$ cat src/rtl/parallel_led_bitplane_encoder_core_macros.svh
// assertion macros shared by the encoder core
`ifndef PARALLEL_LED_BITPLANE_ENCODER_CORE_MACROS_SVH
`define PARALLEL_LED_BITPLANE_ENCODER_CORE_MACROS_SVH

// same-cycle implication, idle during reset
`define PLBE_ASSERT_IMP(label, clk, rst_n, ante, cons, msg) \
	label: assert property (@(posedge clk) disable iff (!rst_n) (ante) |-> (cons)) \
		else $error(msg);

// next-cycle implication, idle during reset
`define PLBE_ASSERT_NXT(label, clk, rst_n, ante, cons, msg) \
	label: assert property (@(posedge clk) disable iff (!rst_n) (ante) |=> (cons)) \
		else $error(msg);

`endif

$ cat src/rtl/plbe_pkg.sv
// types, constants and helpers of the led bitplane encoder
package plbe_pkg;

	// fixed field widths
	localparam int KIND_W     = 2;
	localparam int CH_FIELD_W = 3;
	localparam int PIX_W      = 9;
	localparam int COLOR_BITS = 24;
	localparam int ALPHA_W    = 8;
	localparam int BYTE_W     = 8;
	localparam int CNT_W      = 10;
	localparam int POS_W      = 16;
	localparam int FRAME_W    = 17;
	localparam int QUEUE_DEPTH = 2;

	// input kind codes
	localparam logic [KIND_W-1:0] KIND_SET   = 2'd0;
	localparam logic [KIND_W-1:0] KIND_CLEAR = 2'd1;
	localparam logic [KIND_W-1:0] KIND_EMIT  = 2'd2;

	// 72 bytes per pixel, as 64 + 8
	localparam int BPP_SHIFT_HI = 6;
	localparam int BPP_SHIFT_LO = 3;

	// reciprocals for divide by 9 (16-bit shift) and by 3 (9-bit shift)
	localparam logic [12:0] DIV9_MUL   = 13'd7282;
	localparam int          DIV9_SHIFT = 16;
	localparam logic [7:0]  DIV3_MUL   = 8'd171;
	localparam int          DIV3_SHIFT = 9;

	// pulse phases within one colour bit
	localparam logic [1:0] PHASE_HIGH = 2'd0;
	localparam logic [1:0] PHASE_DATA = 2'd1;

	localparam logic [BYTE_W-1:0]  PULSE_HIGH = 8'hff;
	localparam logic [BYTE_W-1:0]  PULSE_LOW  = 8'h00;
	localparam logic [ALPHA_W-1:0] ALPHA_FULL = 8'd255;

	typedef enum logic [1:0] {
		OP_SET,
		OP_CLEAR,
		OP_EMIT
	} op_kind_t;

	// one classified command in the queue
	typedef struct packed {
		op_kind_t                kind;
		logic [CH_FIELD_W-1:0]   channel;
		logic [PIX_W-1:0]        pixel;
		logic [COLOR_BITS-1:0]   color;
		logic [ALPHA_W-1:0]      alpha;
	} op_t;

	// frame geometry derived from the pixel count
	typedef struct packed {
		logic [FRAME_W-1:0] frame_len;
		logic [FRAME_W-1:0] body_end;
	} frame_cfg_t;

	// exact floor(x / 255) for 16-bit x up to 255 * 255
	function automatic logic [BYTE_W-1:0] div255(input logic [15:0] x);
		logic [16:0] t;
		t = {1'b0, x} + 17'(x[15:8]) + 17'd1;
		return t[15:8];
	endfunction

endpackage

$ cat src/rtl/plbe_queue.sv
// short command queue between front end and back end
module plbe_queue import plbe_pkg::*; (
	input  logic clk,
	input  logic arst_n,
	input  logic push,
	input  op_t  push_op,
	output logic full,
	input  logic pop,
	output op_t  head,
	output logic empty
);
	localparam int QW  = (QUEUE_DEPTH > 1) ? $clog2(QUEUE_DEPTH) : 1;
	localparam int QCW = $clog2(QUEUE_DEPTH + 1);

	op_t            slot_q [QUEUE_DEPTH];
	logic [QW-1:0]  wr_ptr_q;
	logic [QW-1:0]  rd_ptr_q;
	logic [QCW-1:0] count_q;
	logic           do_push;
	logic           do_pop;

	assign full    = count_q == QCW'(QUEUE_DEPTH);
	assign empty   = count_q == '0;
	assign do_push = push && !full;
	assign do_pop  = pop && !empty;
	assign head    = slot_q[rd_ptr_q];

	// pointers and fill level
	always_ff @(posedge clk or negedge arst_n) begin
		if (!arst_n) begin
			wr_ptr_q <= '0;
			rd_ptr_q <= '0;
			count_q  <= '0;
		end else begin
			if (do_push) begin
				wr_ptr_q <= (wr_ptr_q == QW'(QUEUE_DEPTH - 1)) ? '0 : wr_ptr_q + 1'b1;
			end
			if (do_pop) begin
				rd_ptr_q <= (rd_ptr_q == QW'(QUEUE_DEPTH - 1)) ? '0 : rd_ptr_q + 1'b1;
			end
			if (do_push && !do_pop) begin
				count_q <= count_q + 1'b1;
			end else if (do_pop && !do_push) begin
				count_q <= count_q - 1'b1;
			end
		end
	end

	// entry storage
	always_ff @(posedge clk) begin
		if (do_push) begin
			slot_q[wr_ptr_q] <= push_op;
		end
	end
endmodule

$ cat config.mk
export PLATFORM = sky130hd
export DESIGN_NAME = plbe_queue
export DESIGN_NICKNAME = d
export VERILOG_FILES = /design/src/rtl/parallel_led_bitplane_encoder_core_macros.svh /design/src/rtl/plbe_pkg.sv /design/src/rtl/plbe_queue.sv
export SDC_FILE = /design/constraint.sdc
export NUM_CORES = 1
export LEC_CHECK = 0
export ABC_AREA = 0
export CORE_MARGIN = 3
export CORE_UTILIZATION = 58
export DETAILED_ROUTE_END_ITERATION = 12
export DONT_BUFFER_PORTS = 1
export PLACE_DENSITY = 0.73
export RECOVER_POWER = 50
export REMOVE_ABC_BUFFERS = 1
export SETUP_SLACK_MARGIN = 0.15
export SYNTH_ARGS = -nofsm -noshare
export SYNTH_HDL_FRONTEND = slang
export SYNTH_SLANG_ARGS = --single-unit
export TNS_END_PERCENT = 1
$ cat constraint.sdc
create_clock -name clk -period 3.6 [get_ports clk]
set_clock_uncertainty 0.05 [all_clocks]
set_input_delay 0.72 -clock clk [delete_from_list [all_inputs] [get_ports clk]]
set_output_delay 0.72 -clock clk [all_outputs]
set_load 0.01 [all_outputs]
==> flow_summary.toml, run 1 <==
[finish]
fillers = 390
stdcell_count = 251
multi_input_area_um2 = 721
drive_above_1_share = 0.369
regArea_um2 = 2860
stdcell_area_um2 = 3970
final_nets = 222
syn_to_final_growth_pct = 9.01
antenna_cells = 0

[die]
initial_core_util = 0.608
dieArea_um2 = 7260
ioPinCount = 98
num_rows = 28
core_area_um2 = 5990
die_w_um = 85.2
fp.dieH_um = 85.2

[worst_setup_path]
cp_slowest_cell = "nor2_1"
endpoint_kind = "flop"
startpoint_type = "flop"
reg2reg_slack_ns = 0.81
slowest_delay_ns = 1.15
path_cells = "nand2b_1, nand2_1, nor2_1, buf_4"
crit_fanout = 28
cp.arrival_ns = 2.75
critical_path_class = "flop to flop"
required_ns = 3.56

[outcome]
outcome = "finished, violations left"
violations = "capacitance limit, slew limit"

[timing]
fmax_mhz = 358
finalHoldViolCount = 0
finalMaxSlewViolations = 20
finalSetupTns_ns = 0
relSlewSlack = -0.0266
finalSetupViolations = 0
period_share = 0.776
rsz0062_at_grt = "no"
worst_slew_pin_slew_ns = 1.53
layout_setup_ws_ns = 0.806
min_period_ns = 2.79

[global_route]
grt_pass1_wl_um = 7910
grt_antenna_before_repair = 0
first_global_vias = 1549
grt_max_degree = 47
grt_usage = 0.149
overflow = 0

[synthesis]
synth.area.top_cells = "edfxtp_1 (76%), mux2_4 (12%), mux2_2 (5.0%), dfrtp_1 (2.8%), buf_6 (1.2%)"
synthDistinctLibCells = 15
netlist.area_leader.share = 0.759
avgSynthCellArea_um2 = 22.5
yosys_warnings = 0
syn_inst = 162
synth.most_common_cell = "edfxtp_1"
async_flop_share = 0.0417
ys_seq_area_frac = 0.787
synth_seq_cells = 96
synth_edf_count = 92
syn-cell-area_um2 = 3640
yosys.area.top_type = "edfxtp_1"
synthFlopType = "edfxtp_1"
synth_commonest_cells = "edfxtp_1 (92), mux2_4 (30), mux2_2 (16)"

[route]
ant_nets = 0
vias_per_cell = 5.70
wire_per_inst_um = 21.0
drc = 0
first_pass_iters = 4
drtIter0Drc = 60
vias = 1431
drt-total-wl_um = 5280

[clock_network]
clock_tree.buffer_depth = 2
cts.sinks = 96
htreeDepth = 3
cts_resized = 0
cts_setup_buffers = 0
clkTransAtPathRegs_ns = 0.09
ctsHoldBuffers = 1
clockRootBuffer = "clkbuf_8"
cts_buffers = 9
cts_tree = "yes"
clock_latency_ns = 0.34

[place]
placed_area_um2 = 3720
place_hpwl_um = 3560
place_inst = 234
port_buffers = 0
gp_congestion = 0.732
post-place-ws_ns = 1.31

[power_and_ir_drop]
powerDensity_nw_per_um2 = 844
ir_drop_uv = 601
leakagePower_nw = 1.40

[min_path]
hp-class = "input port to flop"

[run]
maxCapViolations = 1
-- final cells by class --
class	instances	area share
Inverter	2	0.00189
Multi-Input combinational cell	59	0.182
Tap cell	75	0.0237
Sequential cell	96	0.722
Clock buffer	9	0.0312
Timing Repair Buffer	3	0.00946
Clock inverter	7	0.0303
-- state kept, by name, indices dropped and copies added (netlist names) --
signal / count
slot_q: 92
count_q: 2
rd_ptr_q: 1
wr_ptr_q: 1
-- logic make-up (layout without fill, tap and decap cells) --
logic type               after synthesis  in the layout  synth area share
AO/OA/AOI/OAI                          1              1           0.00137
multiplexers                          46             46             0.173
XOR/XNOR                               5              5            0.0120
AND/OR/NAND/NOR                        6              6           0.00756
buffers and inverters                  7             21            0.0158
flip-flops                            96             96             0.787
adder cells (fa/ha/maj)                1              1           0.00344
-- critical path: cells and delay by family (launching register included) --
family                 cells  cell delay [ns]
and+or+nand+nor            3             1.43
buffers and inverters      1             0.53
DFF                        1             0.45
-- stage by stage --
stage | power (mW) | hold slack (ns) | utilization
final | 3.35 | 0.417 | 0.662
after global routing | 3.51 | 0.389 | 0.662
after CTS | 3.40 | 0.400 | 0.664
after detailed placement | 2.60 | 0.375 | 0.621
after global placement | 2.56 | 0.375 | 0.621
after floorplan | 2.43 | 0.374 | -
-- worst paths after layout --
path | start | end | cells past startpoint
setup / recovery | count_q[0]$_DFFE_PN0P_ | slot_q[0][2]$_DFFE_PP_ | 4
min in group asynchronous | arst_n | wr_ptr_q$_DFFE_PN0P_ | 1
setup reg to reg | count_q[0]$_DFFE_PN0P_ | slot_q[0][2]$_DFFE_PP_ | 4
max in group asynchronous | arst_n | rd_ptr_q$_DFFE_PN0P_ | 1
hold reg to reg | wr_ptr_q$_DFFE_PN0P_ | wr_ptr_q$_DFFE_PN0P_ | 1
hold / removal | push_op[28] | slot_q[1][28]$_DFFE_PP_ | 0
-- metal layers --
metal / track usage / up-vias / share of wire
met5: 0 / - / 0
met4: 0.0835 / 0 / 0.022
met3: 0.0728 / 11 / 0.11
met2: 0.239 / 67 / 0.50
met1: 0.162 / 709 / 0.36
li1: - / 644 / -
-- cells in the final DEF (no fill, tap or decap), types with 2 or more instances in the layout --
master     instances
mux2_4            30
mux2_2            16
inv_1              2
bufinv_16          3
xor2_1             2
clkbuf_8           9
edfxtp_1          92
nor2_1             3
xnor2_1            3
clkinv_4           3
dfrtp_1            3
-- report_power, final --
group | internal [mW] | switching, mW
Clock | 0.462 | 0.341
Sequential | 1.53 | 0.142
Combinational | 0.416 | 0.453
Note: power is estimated with default switching activity, not from simulation.
==> run 2, diff against run 1 <==
--- a/config.mk
+++ b/config.mk
@@ -5,7 +5,7 @@
 export SDC_FILE = /design/constraint.sdc
 export NUM_CORES = 1
 export LEC_CHECK = 0
-export ABC_AREA = 0
+export ABC_AREA = 1
 export CORE_MARGIN = 3
 export CORE_UTILIZATION = 58
 export DETAILED_ROUTE_END_ITERATION = 12
==> constraint.sdc (replaced) <==
create_clock -name clk -period 2.7 [get_ports clk]
set_clock_uncertainty 0.05 [all_clocks]
set_input_delay 0.54 -clock clk [delete_from_list [all_inputs] [get_ports clk]]
set_output_delay 0.54 -clock clk [all_outputs]
set_load 0.01 [all_outputs]
==> run 2 against run 1 <==
Effect of this change:
- the flow now finishes without violations
- hold slack lost 0.19 ns
- flip-flop and latch count is the same
- largest power group unchanged
- largest cell class unchanged
- design area shrank 2.0%
- clock power grew 26%
- die area shrank 0.83%
- critical endpoint is now head[30]
- synthesized area shrank 0.89%
- synthesized cell count grew 68%
- cell count grew 42%
==> flow_summary.toml, run 2 <==
[outcome]
outcome = "completed"

[finish]
syn_to_final_growth_pct = 7.84
layout_common_cells = "nand2_1 (147), edfxtp_1 (92), clkbuf_8 (9)"
antenna_cells = 0
top_register = "slot_q"
fillers = 442
largest_reg_flops = 92
stdcell_area_um2 = 3890
drive_above_1_share = 0.0745
final_nets = 328
final_util = 0.653
final_common_cell = "nand2_1"
reg_top3 = "slot_q: 92 flops, count_q: 2 flops"

[global_route]
grt_usage = 0.173
overflow = 0
grt_max_degree = 48
grt_antenna_before_repair = 0
first_global_vias = 1847
grt_pass1_wl_um = 9290

[synthesis]
avgSynthCellArea_um2 = 13.3
synth.area.top_cells = "edfxtp_1 (77%), nand2_1 (15%), dfrtp_1 (2.8%), buf_6 (1.9%), inv_1 (0.73%)"
synthDistinctLibCells = 16
yosys.area.top_type = "edfxtp_1"
synth_edf_count = 92
syn_inst = 272
synth_seq_cells = 96
synth.most_common_cell = "nand2_1"
yosys_warnings = 0
synth_commonest_cells = "nand2_1 (147), edfxtp_1 (92), inv_1 (7)"
async_flop_share = 0.0417
synthFlopType = "edfxtp_1"
syn-cell-area_um2 = 3610
ys_seq_area_frac = 0.794
netlist.area_leader.share = 0.766

[worst_setup_path]
startpoint_type = "flop"
cp_slowest_cell = "inv_2"
path_cells = "inv_2, nand2_1, nand2_1"
slowest_delay_ns = 0.58
cp.arrival_ns = 1.66
required_ns = 2.11
crit_fanout = 47
cp_common_cell = "nand2_1"
critical_path_class = "flop to primary output"
endpoint_kind = "primary output"

[power_and_ir_drop]
pwr-share-clk = 0.235
power_frac_seq = 0.492
combPwrFrac = 0.274
swShare = 0.347
p_switching_mw = 1.50
powerDensity_nw_per_um2 = 1110
ir_drop_uv = 733
power.internal_mw = 2.82
leakagePower_nw = 1.53

[timing]
period_share = 0.835
finalHoldViolCount = 0
worst_slew_pin_slew_ns = 0.831
relSlewSlack = 0.445
rsz0062_at_grt = "no"
hold_ws_ns = 0.223
min_period_ns = 2.25
finalMaxSlewViolations = 0
finalSetupViolations = 0
fmax_mhz = 444

[clock_network]
cts_tree = "yes"
htreeDepth = 3
clockRootBuffer = "clkbuf_8"
clkTransAtPathRegs_ns = 0.10
cts_resized = 0
cts_buffers = 9
cts_setup_buffers = 0
cts.sinks = 96
clock_tree.buffer_depth = 2
clock_latency_ns = 0.34

[route]
drc = 0
drt-total-wl_um = 6040
ant_nets = 0
wire_per_inst_um = 16.9
drtIter0Drc = 151
vias = 1881
vias_per_cell = 5.27
first_pass_iters = 4

[place]
port_buffers = 0
gp_congestion = 0.764
placed_area_um2 = 3660
place_hpwl_um = 3770

[die]
fp.dieH_um = 84.9
initial_core_util = 0.606
core_area_um2 = 5960
num_rows = 28
die_w_um = 84.9
dieArea_um2 = 7200
ioPinCount = 98

[run]
maxCapViolations = 0

[min_path]
hp-class = "input port to flop"
==> run 2: changes by cell type in the layout (fill, tap and decap cells not counted), moves of 2 or more <==
cell,change
mux2_2,-16
nand2_1,+146
xnor2_1,-2
clkinvlp_4,+2
clkinv_4,-2
mux2_4,-30
inv_1,+5
xor2_1,-2
==> run 2: final cells by class <==
cell class	instances	area, um2	area share
inverter	8	30.0	0.00772
tap	75	93.8	0.0241
timing repair buffer	4	57.6	0.0148
sequential	96	2860	0.736
clock inverter	6	92.6	0.0238
multi-input combinational	158	624	0.161
clock buffer	10	128	0.0328
==> run 2: metrics by stage <==
step           setup WS (ns)  power [mW]  setup TNS, ns  cells
2_1_floorplan         -0.379        3.04         -17.42    262
3_3_place_gp           0.825        3.33              0    340
5_1_grt                0.274        4.58              0    357
6_report               0.446        4.32              0    357
4_1_cts                0.412        4.37              0    357
3_5_place_dp           0.799        3.37              0    340
==> run 2: repair_timing <==
item                                    in CTS  in global routing
hold buffers                                 1                  0
endpoints found under the setup margin       0                  0
hold endpoints to repair                     4                  0
==> run 2: power by group through the flow <==
stage | sequential, mW | clock [mW] | combinational, mW
finish | 2.12 | 1.01 | 1.18
global route | 2.16 | 1.09 | 1.34
CTS | 2.12 | 1.03 | 1.22
detailed placement | 2.16 | 0 | 1.22
global placement | 2.15 | 0 | 1.19
floorplan | 2.22 | 0 | 0.827
==> run 2: worst paths after layout <==
path	from	to	slack, ns	cells past startpoint
max	rd_ptr_q$_DFFE_PN0P_	head[30]	0.45	3
min	push_op[3]	slot_q[0][3]$_DFFE_PP_	0.22	0
max reg2reg	count_q[0]$_DFFE_PN0P_	slot_q[0][24]$_DFFE_PP_	0.52	5
min reg2reg	wr_ptr_q$_DFFE_PN0P_	wr_ptr_q$_DFFE_PN0P_	0.45	2
max in group asynchronous	arst_n	rd_ptr_q$_DFFE_PN0P_	1.99	1
min in group asynchronous	arst_n	count_q[0]$_DFFE_PN0P_	0.42	1
==> run 2: logic make-up (layout without fill, tap and decap cells) <==
logic type,after synthesis,after routing,share of synthesized area
fa+ha+maj,1,1,0.00347
simple gates,154,154,0.164
compound gates,2,2,0.00277
buf+inv,18,28,0.0340
xor+xnor,1,1,0.00243
flops,96,96,0.794
==> run 2: critical path: cells and delay by family, from the launching register on <==
kind | cells | cell delay, ns
and+or+nand+nor | 2 | 0.29
buffers and inverters | 1 | 0.58
DFF | 1 | 0.42
==> run 2: metal layers <==
| metal | GRT usage | vias to the layer above | part of all wire |
|---|---|---|---|
| li1 | - | 920 | - |
| met2 | 0.263 | 84 | 0.46 |
| met3 | 0.0971 | 9 | 0.13 |
| met4 | 0.0777 | 0 | 0.017 |
| met5 | 0 | - | 0 |
| met1 | 0.202 | 868 | 0.39 |
