`src/rtl/parallel_led_bitplane_encoder_core_macros.svh`:
```
// assertion macros shared by the encoder core
`ifndef PARALLEL_LED_BITPLANE_ENCODER_CORE_MACROS_SVH
`define PARALLEL_LED_BITPLANE_ENCODER_CORE_MACROS_SVH

// same-cycle implication, idle during reset
`define PLBE_ASSERT_IMP(label, clk, rst_n, ante, cons, msg) \
	label: assert property (@(posedge clk) disable iff (!rst_n) (ante) |-> (cons)) \
		else $error(msg);

// next-cycle implication, idle during reset
`define PLBE_ASSERT_NXT(label, clk, rst_n, ante, cons, msg) \
	label: assert property (@(posedge clk) disable iff (!rst_n) (ante) |=> (cons)) \
		else $error(msg);

`endif

```
`src/rtl/plbe_pkg.sv`:
```
// types, constants and helpers of the led bitplane encoder
package plbe_pkg;

	// fixed field widths
	localparam int KIND_W     = 2;
	localparam int CH_FIELD_W = 3;
	localparam int PIX_W      = 9;
	localparam int COLOR_BITS = 24;
	localparam int ALPHA_W    = 8;
	localparam int BYTE_W     = 8;
	localparam int CNT_W      = 10;
	localparam int POS_W      = 16;
	localparam int FRAME_W    = 17;
	localparam int QUEUE_DEPTH = 2;

	// input kind codes
	localparam logic [KIND_W-1:0] KIND_SET   = 2'd0;
	localparam logic [KIND_W-1:0] KIND_CLEAR = 2'd1;
	localparam logic [KIND_W-1:0] KIND_EMIT  = 2'd2;

	// 72 bytes per pixel, as 64 + 8
	localparam int BPP_SHIFT_HI = 6;
	localparam int BPP_SHIFT_LO = 3;

	// reciprocals for divide by 9 (16-bit shift) and by 3 (9-bit shift)
	localparam logic [12:0] DIV9_MUL   = 13'd7282;
	localparam int          DIV9_SHIFT = 16;
	localparam logic [7:0]  DIV3_MUL   = 8'd171;
	localparam int          DIV3_SHIFT = 9;

	// pulse phases within one colour bit
	localparam logic [1:0] PHASE_HIGH = 2'd0;
	localparam logic [1:0] PHASE_DATA = 2'd1;

	localparam logic [BYTE_W-1:0]  PULSE_HIGH = 8'hff;
	localparam logic [BYTE_W-1:0]  PULSE_LOW  = 8'h00;
	localparam logic [ALPHA_W-1:0] ALPHA_FULL = 8'd255;

	typedef enum logic [1:0] {
		OP_SET,
		OP_CLEAR,
		OP_EMIT
	} op_kind_t;

	// one classified command in the queue
	typedef struct packed {
		op_kind_t                kind;
		logic [CH_FIELD_W-1:0]   channel;
		logic [PIX_W-1:0]        pixel;
		logic [COLOR_BITS-1:0]   color;
		logic [ALPHA_W-1:0]      alpha;
	} op_t;

	// frame geometry derived from the pixel count
	typedef struct packed {
		logic [FRAME_W-1:0] frame_len;
		logic [FRAME_W-1:0] body_end;
	} frame_cfg_t;

	// exact floor(x / 255) for 16-bit x up to 255 * 255
	function automatic logic [BYTE_W-1:0] div255(input logic [15:0] x);
		logic [16:0] t;
		t = {1'b0, x} + 17'(x[15:8]) + 17'd1;
		return t[15:8];
	endfunction

endpackage

```
`src/rtl/plbe_ifs.sv`:
```
// valid/ready channels of the encoder: command input and frame output
interface plbe_cmd_if import plbe_pkg::*; ();
	logic                  valid;
	logic                  ready;
	logic [KIND_W-1:0]     kind;
	logic [CH_FIELD_W-1:0] channel;
	logic [PIX_W-1:0]      pixel;
	logic [COLOR_BITS-1:0] color;
	logic [ALPHA_W-1:0]    alpha;

	modport source(output valid, kind, channel, pixel, color, alpha, input ready);
	modport sink(input valid, kind, channel, pixel, color, alpha, output ready);
endinterface


```
`src/rtl/plbe_front.sv`:
```
// command front end: pixel count register, frame geometry, classification
module plbe_front import plbe_pkg::*; #(
	parameter int CHANNELS         = 8,
	parameter int MAX_PIXELS       = 512,
	parameter int LEAD_ZERO_BYTES  = 4,
	parameter int TRAIL_ZERO_BYTES = 4
) (
	input  logic             clk,
	input  logic             arst_n,
	plbe_cmd_if.sink         cmd,
	input  logic             cfg_we,
	input  logic [CNT_W-1:0] cfg_wdata,
	input  logic             init_done,
	input  logic             q_full,
	output logic             push,
	output op_t              push_op,
	output frame_cfg_t       frame_cfg
);
	localparam int NPIX_W = $clog2(MAX_PIXELS + 1);
	localparam int NW     = (NPIX_W > CNT_W) ? NPIX_W : CNT_W;

	logic [CNT_W-1:0] pixel_count_q;
	frame_cfg_t       frame_cfg_q;
	logic [NW-1:0]    npix;
	logic             keep;
	logic             ch_ok;
	logic             pix_ok;

	// count in use, limited to the store size
	function automatic logic [NW-1:0] clip_count(input logic [CNT_W-1:0] c);
		logic [NW-1:0] w;
		w = NW'(c);
		if (w > NW'(MAX_PIXELS)) begin
			w = NW'(MAX_PIXELS);
		end
		return w;
	endfunction

	// frame geometry for a pixel count
	function automatic frame_cfg_t calc_cfg(input logic [CNT_W-1:0] c);
		logic [NW-1:0]      n;
		logic [FRAME_W-1:0] body;
		frame_cfg_t         r;
		n = clip_count(c);
		body = (FRAME_W'(n) << BPP_SHIFT_HI) + (FRAME_W'(n) << BPP_SHIFT_LO);
		r.body_end  = FRAME_W'(LEAD_ZERO_BYTES) + body;
		r.frame_len = r.body_end + FRAME_W'(TRAIL_ZERO_BYTES);
		return r;
	endfunction

	// configuration register and derived geometry
	always_ff @(posedge clk or negedge arst_n) begin
		if (!arst_n) begin
			pixel_count_q <= '0;
			frame_cfg_q   <= calc_cfg('0);
		end else if (cfg_we) begin
			pixel_count_q <= cfg_wdata;
			frame_cfg_q   <= calc_cfg(cfg_wdata);
		end
	end

	assign npix      = clip_count(pixel_count_q);
	assign frame_cfg = frame_cfg_q;

	// take beats once the store is cleared and the queue has room
	assign cmd.ready = init_done && !q_full;

	// range checks of a set command
	assign ch_ok  = 4'(cmd.channel) < 4'(CHANNELS);
	assign pix_ok = NW'(cmd.pixel) < npix;

	// classify; dropped commands are taken but not queued
	always_comb begin
		push_op.channel = cmd.channel;
		push_op.pixel   = cmd.pixel;
		push_op.color   = cmd.color;
		push_op.alpha   = cmd.alpha;
		case (cmd.kind)
			KIND_SET: begin
				push_op.kind = OP_SET;
				keep = ch_ok && pix_ok;
			end
			KIND_CLEAR: begin
				push_op.kind = OP_CLEAR;
				keep = 1'b1;
			end
			KIND_EMIT: begin
				push_op.kind = OP_EMIT;
				keep = 1'b1;
			end
			default: begin
				push_op.kind = OP_EMIT;
				keep = 1'b0;
			end
		endcase
	end

	assign push = cmd.valid && cmd.ready && keep;
endmodule

```
`src/flat_wrapper.sv`:
```
// flat-port wrapper written by rule: the top's interface ports become plain ports
module plbe_front_flat import plbe_pkg::*;
#(
	parameter int CHANNELS         = 8,
	parameter int MAX_PIXELS       = 512,
	parameter int LEAD_ZERO_BYTES  = 4,
	parameter int TRAIL_ZERO_BYTES = 4
)
  (clk, arst_n, cfg_we, cfg_wdata, init_done, q_full, push, push_op, frame_cfg, cmd_valid, cmd_kind, cmd_channel, cmd_pixel, cmd_color, cmd_alpha, cmd_ready);
  plbe_cmd_if cmd_i ();
  input  logic clk;
  input  logic arst_n;
  input  logic cfg_we;
  input  logic [CNT_W-1:0] cfg_wdata;
  input  logic init_done;
  input  logic q_full;
  output logic push;
  output op_t push_op;
  output frame_cfg_t frame_cfg;
  input wire logic [$bits(cmd_i.valid)-1:0] cmd_valid;
  input wire logic [$bits(cmd_i.kind)-1:0] cmd_kind;
  input wire logic [$bits(cmd_i.channel)-1:0] cmd_channel;
  input wire logic [$bits(cmd_i.pixel)-1:0] cmd_pixel;
  input wire logic [$bits(cmd_i.color)-1:0] cmd_color;
  input wire logic [$bits(cmd_i.alpha)-1:0] cmd_alpha;
  output wire logic [$bits(cmd_i.ready)-1:0] cmd_ready;
  assign cmd_i.valid = cmd_valid;
  assign cmd_i.kind = cmd_kind;
  assign cmd_i.channel = cmd_channel;
  assign cmd_i.pixel = cmd_pixel;
  assign cmd_i.color = cmd_color;
  assign cmd_i.alpha = cmd_alpha;
  assign cmd_ready = cmd_i.ready;
  plbe_front #(.CHANNELS(CHANNELS), .MAX_PIXELS(MAX_PIXELS), .LEAD_ZERO_BYTES(LEAD_ZERO_BYTES), .TRAIL_ZERO_BYTES(TRAIL_ZERO_BYTES)) u_core (.clk(clk), .arst_n(arst_n), .cmd(cmd_i), .cfg_we(cfg_we), .cfg_wdata(cfg_wdata), .init_done(init_done), .q_full(q_full), .push(push), .push_op(push_op), .frame_cfg(frame_cfg));
endmodule
```
`config.mk`:
```
export PLATFORM = sky130hd
export DESIGN_NAME = plbe_front_flat
export DESIGN_NICKNAME = d
export VERILOG_FILES = /design/src/rtl/parallel_led_bitplane_encoder_core_macros.svh /design/src/rtl/plbe_pkg.sv /design/src/rtl/plbe_ifs.sv /design/src/rtl/plbe_front.sv /design/src/flat_wrapper.sv
export SDC_FILE = /design/constraint.sdc
export NUM_CORES = 1
export LEC_CHECK = 0
export ABC_AREA = 1
export BUFFER_PORTS_ARGS = -buffer_cell sky130_fd_sc_hd__buf_2
export CAP_MARGIN = 20
export CORE_ASPECT_RATIO = 1.2
export CORE_UTILIZATION = 50
export DETAILED_ROUTE_END_ITERATION = 7
export HOLD_SLACK_MARGIN = 0.12
export MAX_ROUTING_LAYER = met4
export PLACE_DENSITY = 0.85
export SLEW_MARGIN = 20
export SYNTH_ARGS = -nofsm -noshare
export SYNTH_HDL_FRONTEND = slang
export SYNTH_SLANG_ARGS = --single-unit
```
`constraint.sdc`:
```
create_clock -name clk -period 4.7 [get_ports clk]
set_clock_uncertainty 0.1 [all_clocks]
set_input_delay 0.47 -clock clk [delete_from_list [all_inputs] [get_ports clk]]
set_output_delay 0.47 -clock clk [all_outputs]
set_load 0.05 [all_outputs]
```
==> run_results.csv, run 1 <==
group,metric,value,unit
floorplan,floorplan.initialDensity,0.525,
power,portion_of_total_power_attributed_to_combinational_logic,0.308,
floorplan,core,5370,sq um
routing,postRouteAntennaNets,0,
outcome,violations,"DRC",
power,power_frac_clock,0.328,
final_layout,highest_count_cells_in_the_layout_ignoring_fill_and_taps,"sky130_fd_sc_hd__nand2_1, sky130_fd_sc_hd__buf_2, sky130_fd_sc_hd__inv_1",
final_layout,layout.nets,480,
place,dp_worst_setup_slack,1.52,ns
setup_path,critPathKind,"reg -> out",
routing,via_count,2336,
synthesis,yosys_warnings,0,
cts,cts_post_setup_buffers_inserted,0,
synthesis,postSynth.asyncResetShare,1.00,
cts,tritoncts,"yes",
synthesis,postSynthAreaPerCell,7.46,sq um
power,switching_share,0.362,
final_layout,finalNonFillerCells,462,
routing,detailedRoute.firstIterationViolations,145,
power,p_leak,1.65,nW
place,port-buffer-count,67,
cts,cts.hold.buffers_added,0,
power,pd_cells,351,nW/um^2
power,power_switching,0.000379,W
cts,insertion_delay,0.29,ns
synthesis,synthesis.instances,378,
place,hpwl_detailed,4690,um
cts,clockBufferDepth,2,
synthesis,post_synth_num_cell_types,38,
power,internal_power,0.000667,W
cts,count_of_h_tree_levels_built_during_cts,2,
setup_path,cp_data_arrival_time,2.62,ns
setup_path,slowest_delay,0.41,ns
floorplan,die_width,70.6,um
final_layout,final_common_cell,"sky130_fd_sc_hd__nand2_1",
setup_path,required,4.13,ns
routing,wire_per_inst,13.2,um
final_layout,antenna_cells,0,
setup_path,worst-path-buf-inv,1,
setup_path,critPathMostFrequentCell,"sky130_fd_sc_hd__a21oi_1",
cts,worst_setup_hold_path_clk_slew,0.08,ns
grt,grt_antenna_before_repair,0,
synthesis,edff_count_synth,0,
routing,drt_first_pass_iters,7,
final_layout,drive_above_1_share,0.243,
setup_path,timing.rr.start,"u_core.frame_cfg[20]",
sta,fin_setup_tns,0,ns
sta,achievable-frequency,313,MHz
setup_path,path_max_fanout,8,
synthesis,synth_sequential_area_ratio,0.337,
place,gp_congestion,0.920,
floorplan,floorplan.die_area,5950,sq um
synthesis,synth_cell_area,2820,sq um
synthesis,synth-main-ff-cell,"sky130_fd_sc_hd__dfrtp_1",
grt,grt_usage,0.216,
power,ir_drop,0.183,mV
setup_path,worst_path_dominant_cell_family,"compound AO/OA/AOI/OAI gates",
grt,largest_net_degree_at_the_start_of_global_routing,39,
synthesis,postSynthRegisterBits,38,
sta,hold_viol,0,
worst_hold_path,hold_class,"in -> async",
place,dp_cells,454,
setup_path,critPathCaptureType,"primary output",
routing,finalWirelength,6090,um
cts,cts_sinks,38,
cts,cts_resized,0,
sta,timing.max_slew.rel_slack,0.450,
job,number_of_violations_of_the_max_capacitance_limit,0,
setup_path,cp-startpoint,"u_core.pixel_count_q[4]",
power,sequentialPowerShare,0.364,
final_layout,syn2layout_area_growth,5.50,%
sta,final_max_slew_viol_count,0,
sta,worst_slew_pin_tran,0.825,ns
routing,drcViolationCount,30,
sta,final_min_period_over_clock_period,0.680,
cts,total_clock_buffers_created_by_cts,5,
setup_path,critical-path-slowest-cell,"sky130_fd_sc_hd__o21ai_1",
grt,number_of_global_route_vias_before_repair,2150,
floorplan,num_rows,29,
sta,finalWorstSetupSlack,1.51,ns
routing,vias_per_cell,5.06,
setup_path,critical_path.startpoint_type,"flip-flop",
sta,fin_crit,3.19,ns
cts,clk_root_buffer_cell,"sky130_fd_sc_hd__clkbuf_8",
grt,global_route_wire_length_before_repair,9800,um
outcome,outcome,"finished with violations",
grt,grt_overflow,0,
sta,setup_viol,0,
final_layout,final_core_utilization,0.554,
sta,setup_repair_after_global_routing_missed_its_margin,"false",
floorplan,top_level_ports,144,
floorplan,die_extent_in_y,84.3,um
setup_path,timing.critical_path.cells,"nor2_1 -> nand3_1 -> o21ai_1 -> nand2_1 -> ha_1 -> a21oi_1 -> o31ai_1 -> a21oi_1 -> nand3_1 -> a21oi_1 -> buf_2",
[stage by stage]
step	hold WS (ns)	instance area (sq um)	power (W)
2_1_floorplan	0.0744	2840	0.000717
3_3_place_gp	0.353	2830	0.000703
3_5_place_dp	0.364	2830	0.000709
4_1_cts	0.197	2980	0.00105
5_1_grt	0.236	2980	0.00109
6_report	0.172	2980	0.00105
[cells by family after synthesis]
group                      after synthesis  share of synthesized area
buffers and inverters                  105                      0.212
DFF                                     38                      0.337
and+or+nand+nor                        164                      0.249
other                                    2                    0.00266
xor gates and xnor gates                 5                     0.0208
adders and majority gates               19                     0.0869
AOI/OAI and AO/OA                       45                     0.0909
[worst register-to-register path, stage by stage, from the launching register on]
cell and delay, ns:
sky130_fd_sc_hd__dfstp_2 0.53, sky130_fd_sc_hd__nand2_1 0.04, sky130_fd_sc_hd__o21ai_0 0.09
[final cells by class]
| type | instances | area (sq um) |
|---|---|---|
| fill | 508 | 2390 |
| multi-input combinational | 239 | 1280 |
| clock inverter | 2 | 60.1 |
| tap | 62 | 77.6 |
| timing repair buffer | 68 | 343 |
| clock buffer | 6 | 82.6 |
| sequential | 38 | 952 |
| inverter | 47 | 176 |
[cell usage after synthesis, types with 4 or more instances]
cell	count	area, sq um
sky130_fd_sc_hd__nand3_1	17	85.1
sky130_fd_sc_hd__nand2_1	103	387
sky130_fd_sc_hd__ha_1	18	225
sky130_fd_sc_hd__dfrtp_1	37	926
sky130_fd_sc_hd__nor2_2	4	25.0
sky130_fd_sc_hd__buf_4	52	390
sky130_fd_sc_hd__inv_1	43	161
sky130_fd_sc_hd__o21ai_0	26	130
sky130_fd_sc_hd__nor2_1	26	97.6
sky130_fd_sc_hd__nand2_2	4	25.0
sky130_fd_sc_hd__clkbuf_1	4	15.0
sky130_fd_sc_hd__a21oi_1	8	40.0
[flip-flops by register name (all words and copies together) (netlist names)]
signal	cells
u_core.frame_cfg	28
u_core.pixel_count_q	10
[final timing paths]
check,cells after the start,slack [ns],endpoint
min reg2reg,2,0.38,u_core.frame_cfg[13]
max in group asynchronous,1,3.81,u_core.frame_cfg[3]
min,1,0.17,u_core.frame_cfg[12]
max,11,1.51,push
min in group clk,3,0.32,u_core.pixel_count_q[0]
max reg2reg,2,3.85,u_core.frame_cfg[20]
[power by group through the flow]
stage                     Clock (W)  Combinational, W  Sequential, W
after floorplan                   0          0.000237       0.000480
final                      0.000343          0.000323       0.000381
after CTS                  0.000346          0.000324       0.000381
after detailed placement          0          0.000322       0.000387
after global placement            0          0.000317       0.000386
after global routing       0.000360          0.000350       0.000385
[layer usage]
metal  share of wire  global-route usage  vias up  wire [um]
li1                -                   -     1165          -
met2            0.52               0.374      104       3140
met1            0.38               0.242     1044       2290
met5               0                   -        -          0
met3           0.076              0.0288       23        464
met4           0.031               0.111        0        188
Power figures use the tool's default switching activity.
==> inputs of run 2 (changes only) <==
--- a/config.mk
+++ b/config.mk
@@ -9,11 +9,11 @@
 export BUFFER_PORTS_ARGS = -buffer_cell sky130_fd_sc_hd__buf_2
 export CAP_MARGIN = 20
 export CORE_ASPECT_RATIO = 1.2
-export CORE_UTILIZATION = 50
+export CORE_UTILIZATION = 42
 export DETAILED_ROUTE_END_ITERATION = 7
 export HOLD_SLACK_MARGIN = 0.12
 export MAX_ROUTING_LAYER = met4
-export PLACE_DENSITY = 0.85
+export PLACE_DENSITY = 0.76
 export SLEW_MARGIN = 20
 export SYNTH_ARGS = -nofsm -noshare
 export SYNTH_HDL_FRONTEND = slang
==> constraint.sdc (replaced) <==
create_clock -name clk -period 2.9 [get_ports clk]
set_clock_uncertainty 0.1 [all_clocks]
set_input_delay 0.29 -clock clk [delete_from_list [all_inputs] [get_ports clk]]
set_output_delay 0.29 -clock clk [all_outputs]
set_load 0.05 [all_outputs]
==> run 2 against run 1 <==
Against the previous run:
- the run now ends clean
- critical path type unchanged
- global-route usage decreased by 3.8 points
- count of clock-buffer cells in the layout increased by 1
- largest power group unchanged
- cell area increased by 3.9%
- flip-flop and latch count unchanged
==> run_results.csv, run 2 (same netlist as run 1, synthesis figures left out) <==
group,metric,value,unit
grt,global_route_wire_length_before_repair,9780,um
floorplan,die_extent_in_y,91.8,um
sta,fin_setup_tns,0,ns
cts,clockBufferDepth,2,
final_layout,finalNonFillerCells,497,
sta,fin_crit,2.72,ns
final_layout,final_common_cell,"sky130_fd_sc_hd__nand2_1",
routing,drcViolationCount,0,
power,pd_cells,501,nW/um^2
final_layout,layout.nets,492,
power,ir_drop,0.182,mV
routing,vias_per_cell,4.77,
cts,tritoncts,"yes",
setup_path,critPathKind,"reg -> out",
sta,final_min_period_over_clock_period,0.937,
cts,count_of_h_tree_levels_built_during_cts,2,
cts,clk_root_buffer_cell,"sky130_fd_sc_hd__clkbuf_8",
sta,holdWs,0.123,ns
routing,drt_first_pass_iters,4,
grt,grt_usage,0.178,
sta,achievable-frequency,368,MHz
final_layout,highest_count_cells_in_the_layout_ignoring_fill_and_taps,"sky130_fd_sc_hd__nand2_1, sky130_fd_sc_hd__buf_2, sky130_fd_sc_hd__inv_1",
power,p_leak,1.69,nW
place,placement_stage_cell_area,2930,sq um
final_layout,final_core_utilization,0.480,
routing,finalWirelength,5850,um
setup_path,critical_path.startpoint_type,"flip-flop",
job,number_of_violations_of_the_max_capacitance_limit,0,
sta,timing.max_slew.rel_slack,0.460,
routing,wire_per_inst,11.8,um
sta,setup_viol,0,
sta,hold_viol,0,
worst_hold_path,hold_class,"in -> reg",
grt,grt_antenna_before_repair,0,
cts,cts_sinks,38,
place,dp_cells,486,
setup_path,cp_data_arrival_time,2.33,ns
floorplan,top_level_ports,144,
place,port-buffer-count,67,
final_layout,syn2layout_area_growth,9.58,%
final_layout,stdcell_area,3090,sq um
floorplan,die_width,76.8,um
routing,postRouteAntennaNets,0,
sta,final_max_slew_viol_count,0,
final_layout,antenna_cells,0,
floorplan,floorplan.die_area,7050,sq um
place,gp_congestion,0.873,
place,hpwl_detailed,4680,um
final_layout,drive_above_1_share,0.274,
sta,worst_slew_pin_tran,0.810,ns
floorplan,num_rows,32,
setup_path,required,2.51,ns
setup_path,critPathCaptureType,"primary output",
routing,via_count,2370,
grt,largest_net_degree_at_the_start_of_global_routing,42,
final_layout,max_ffs_per_register,28,
setup_path,path_max_fanout,8,
cts,insertion_delay,0.29,ns
routing,detailedRoute.firstIterationViolations,82,
outcome,outcome,"completed",
floorplan,core,6450,sq um
cts,total_clock_buffers_created_by_cts,5,
grt,grt_overflow,0,
cts,worst_setup_hold_path_clk_slew,0.07,ns
grt,number_of_global_route_vias_before_repair,2281,
floorplan,floorplan.initialDensity,0.438,
[run 2: changes by cell type in the layout (fill, tap and decap cells not counted), sizes merged]
cell	previous run	this run
buf	68	79
bufinv	2	0
clkbuf	6	7
clkinv	1	2
dlygate4sd3	0	1
[run 2: per-layer routing]
| metal | up-vias | wire length, um | GRT usage | part of all wire |
|---|---|---|---|---|
| met5 | - | 0 | - | 0 |
| met4 | 0 | 145 | 0.0849 | 0.025 |
| met3 | 20 | 219 | 0.0199 | 0.037 |
| met2 | 71 | 3100 | 0.338 | 0.53 |
| met1 | 1092 | 2390 | 0.179 | 0.41 |
| li1 | 1187 | - | - | - |
[run 2: area by class of cell]
type                    count  area (sq um)
clock buffers               7          86.3
clock inverters             1          5.00
fillers                   652          3350
inverters                  47           176
multi-input cells         239          1320
flip-flops and latches     38           952
well taps                  85           106
repair buffers             80           442
[run 2: through the flow]
| stage | setup WS, ns | total power [W] |
|---|---|---|
| 5_1_grt | -0.0168 | 0.00163 |
| 3_5_place_dp | 0.0317 | 0.00116 |
| 3_3_place_gp | 0.130 | 0.00115 |
| 4_1_cts | 0.0603 | 0.00154 |
| 2_1_floorplan | 0.0894 | 0.00116 |
| 6_report | 0.183 | 0.00155 |
[run 2: critical path, cell delays in order, from the launching register on]
cell	delay (ns)
sky130_fd_sc_hd__dfrtp_1	0.40
sky130_fd_sc_hd__nor2_2	0.12
sky130_fd_sc_hd__nand3_1	0.09
sky130_fd_sc_hd__o21ai_1	0.15
sky130_fd_sc_hd__buf_4	0.17
sky130_fd_sc_hd__nand2_1	0.06
sky130_fd_sc_hd__ha_1	0.28
sky130_fd_sc_hd__a21oi_1	0.15
sky130_fd_sc_hd__o21ai_1	0.08
sky130_fd_sc_hd__a21oi_1	0.11
sky130_fd_sc_hd__nand3_1	0.10
sky130_fd_sc_hd__a21oi_2	0.16
sky130_fd_sc_hd__buf_6	0.17
[run 2: final timing paths]
path	start	end	slack (ns)	cells after the start
max reg2reg	u_core.pixel_count_q[4]	u_core.pixel_count_q[4]	2.02	3
min in group asynchronous	arst_n	u_core.frame_cfg[16]	0.52	2
max in group asynchronous	arst_n	u_core.frame_cfg[4]	1.65	2
min reg2reg	u_core.frame_cfg[6]	u_core.frame_cfg[6]	0.37	2
max	u_core.pixel_count_q[5]	push	0.18	12
min	cfg_wdata[0]	u_core.pixel_count_q[0]	0.12	3
[run 2: report_power, final]
| part | leakage [nW] | internal (W) | switching (W) | total [W] |
|---|---|---|---|---|
| Combinational | 1.17 | 0.000149 | 0.000398 | 0.000548 |
| Clock | 0.0482 | 0.000192 | 0.000193 | 0.000385 |
| Sequential | 0.472 | 0.000586 | 0.0000300 | 0.000616 |
[run 2: timing repair]
action | CTS | global route
buffers inserted | 0 | 2
hold buffers | 1 | 0
gates resized for setup | 0 | 10
endpoints found under the setup margin | 0 | 1
endpoints found under the hold margin | 37 | 0
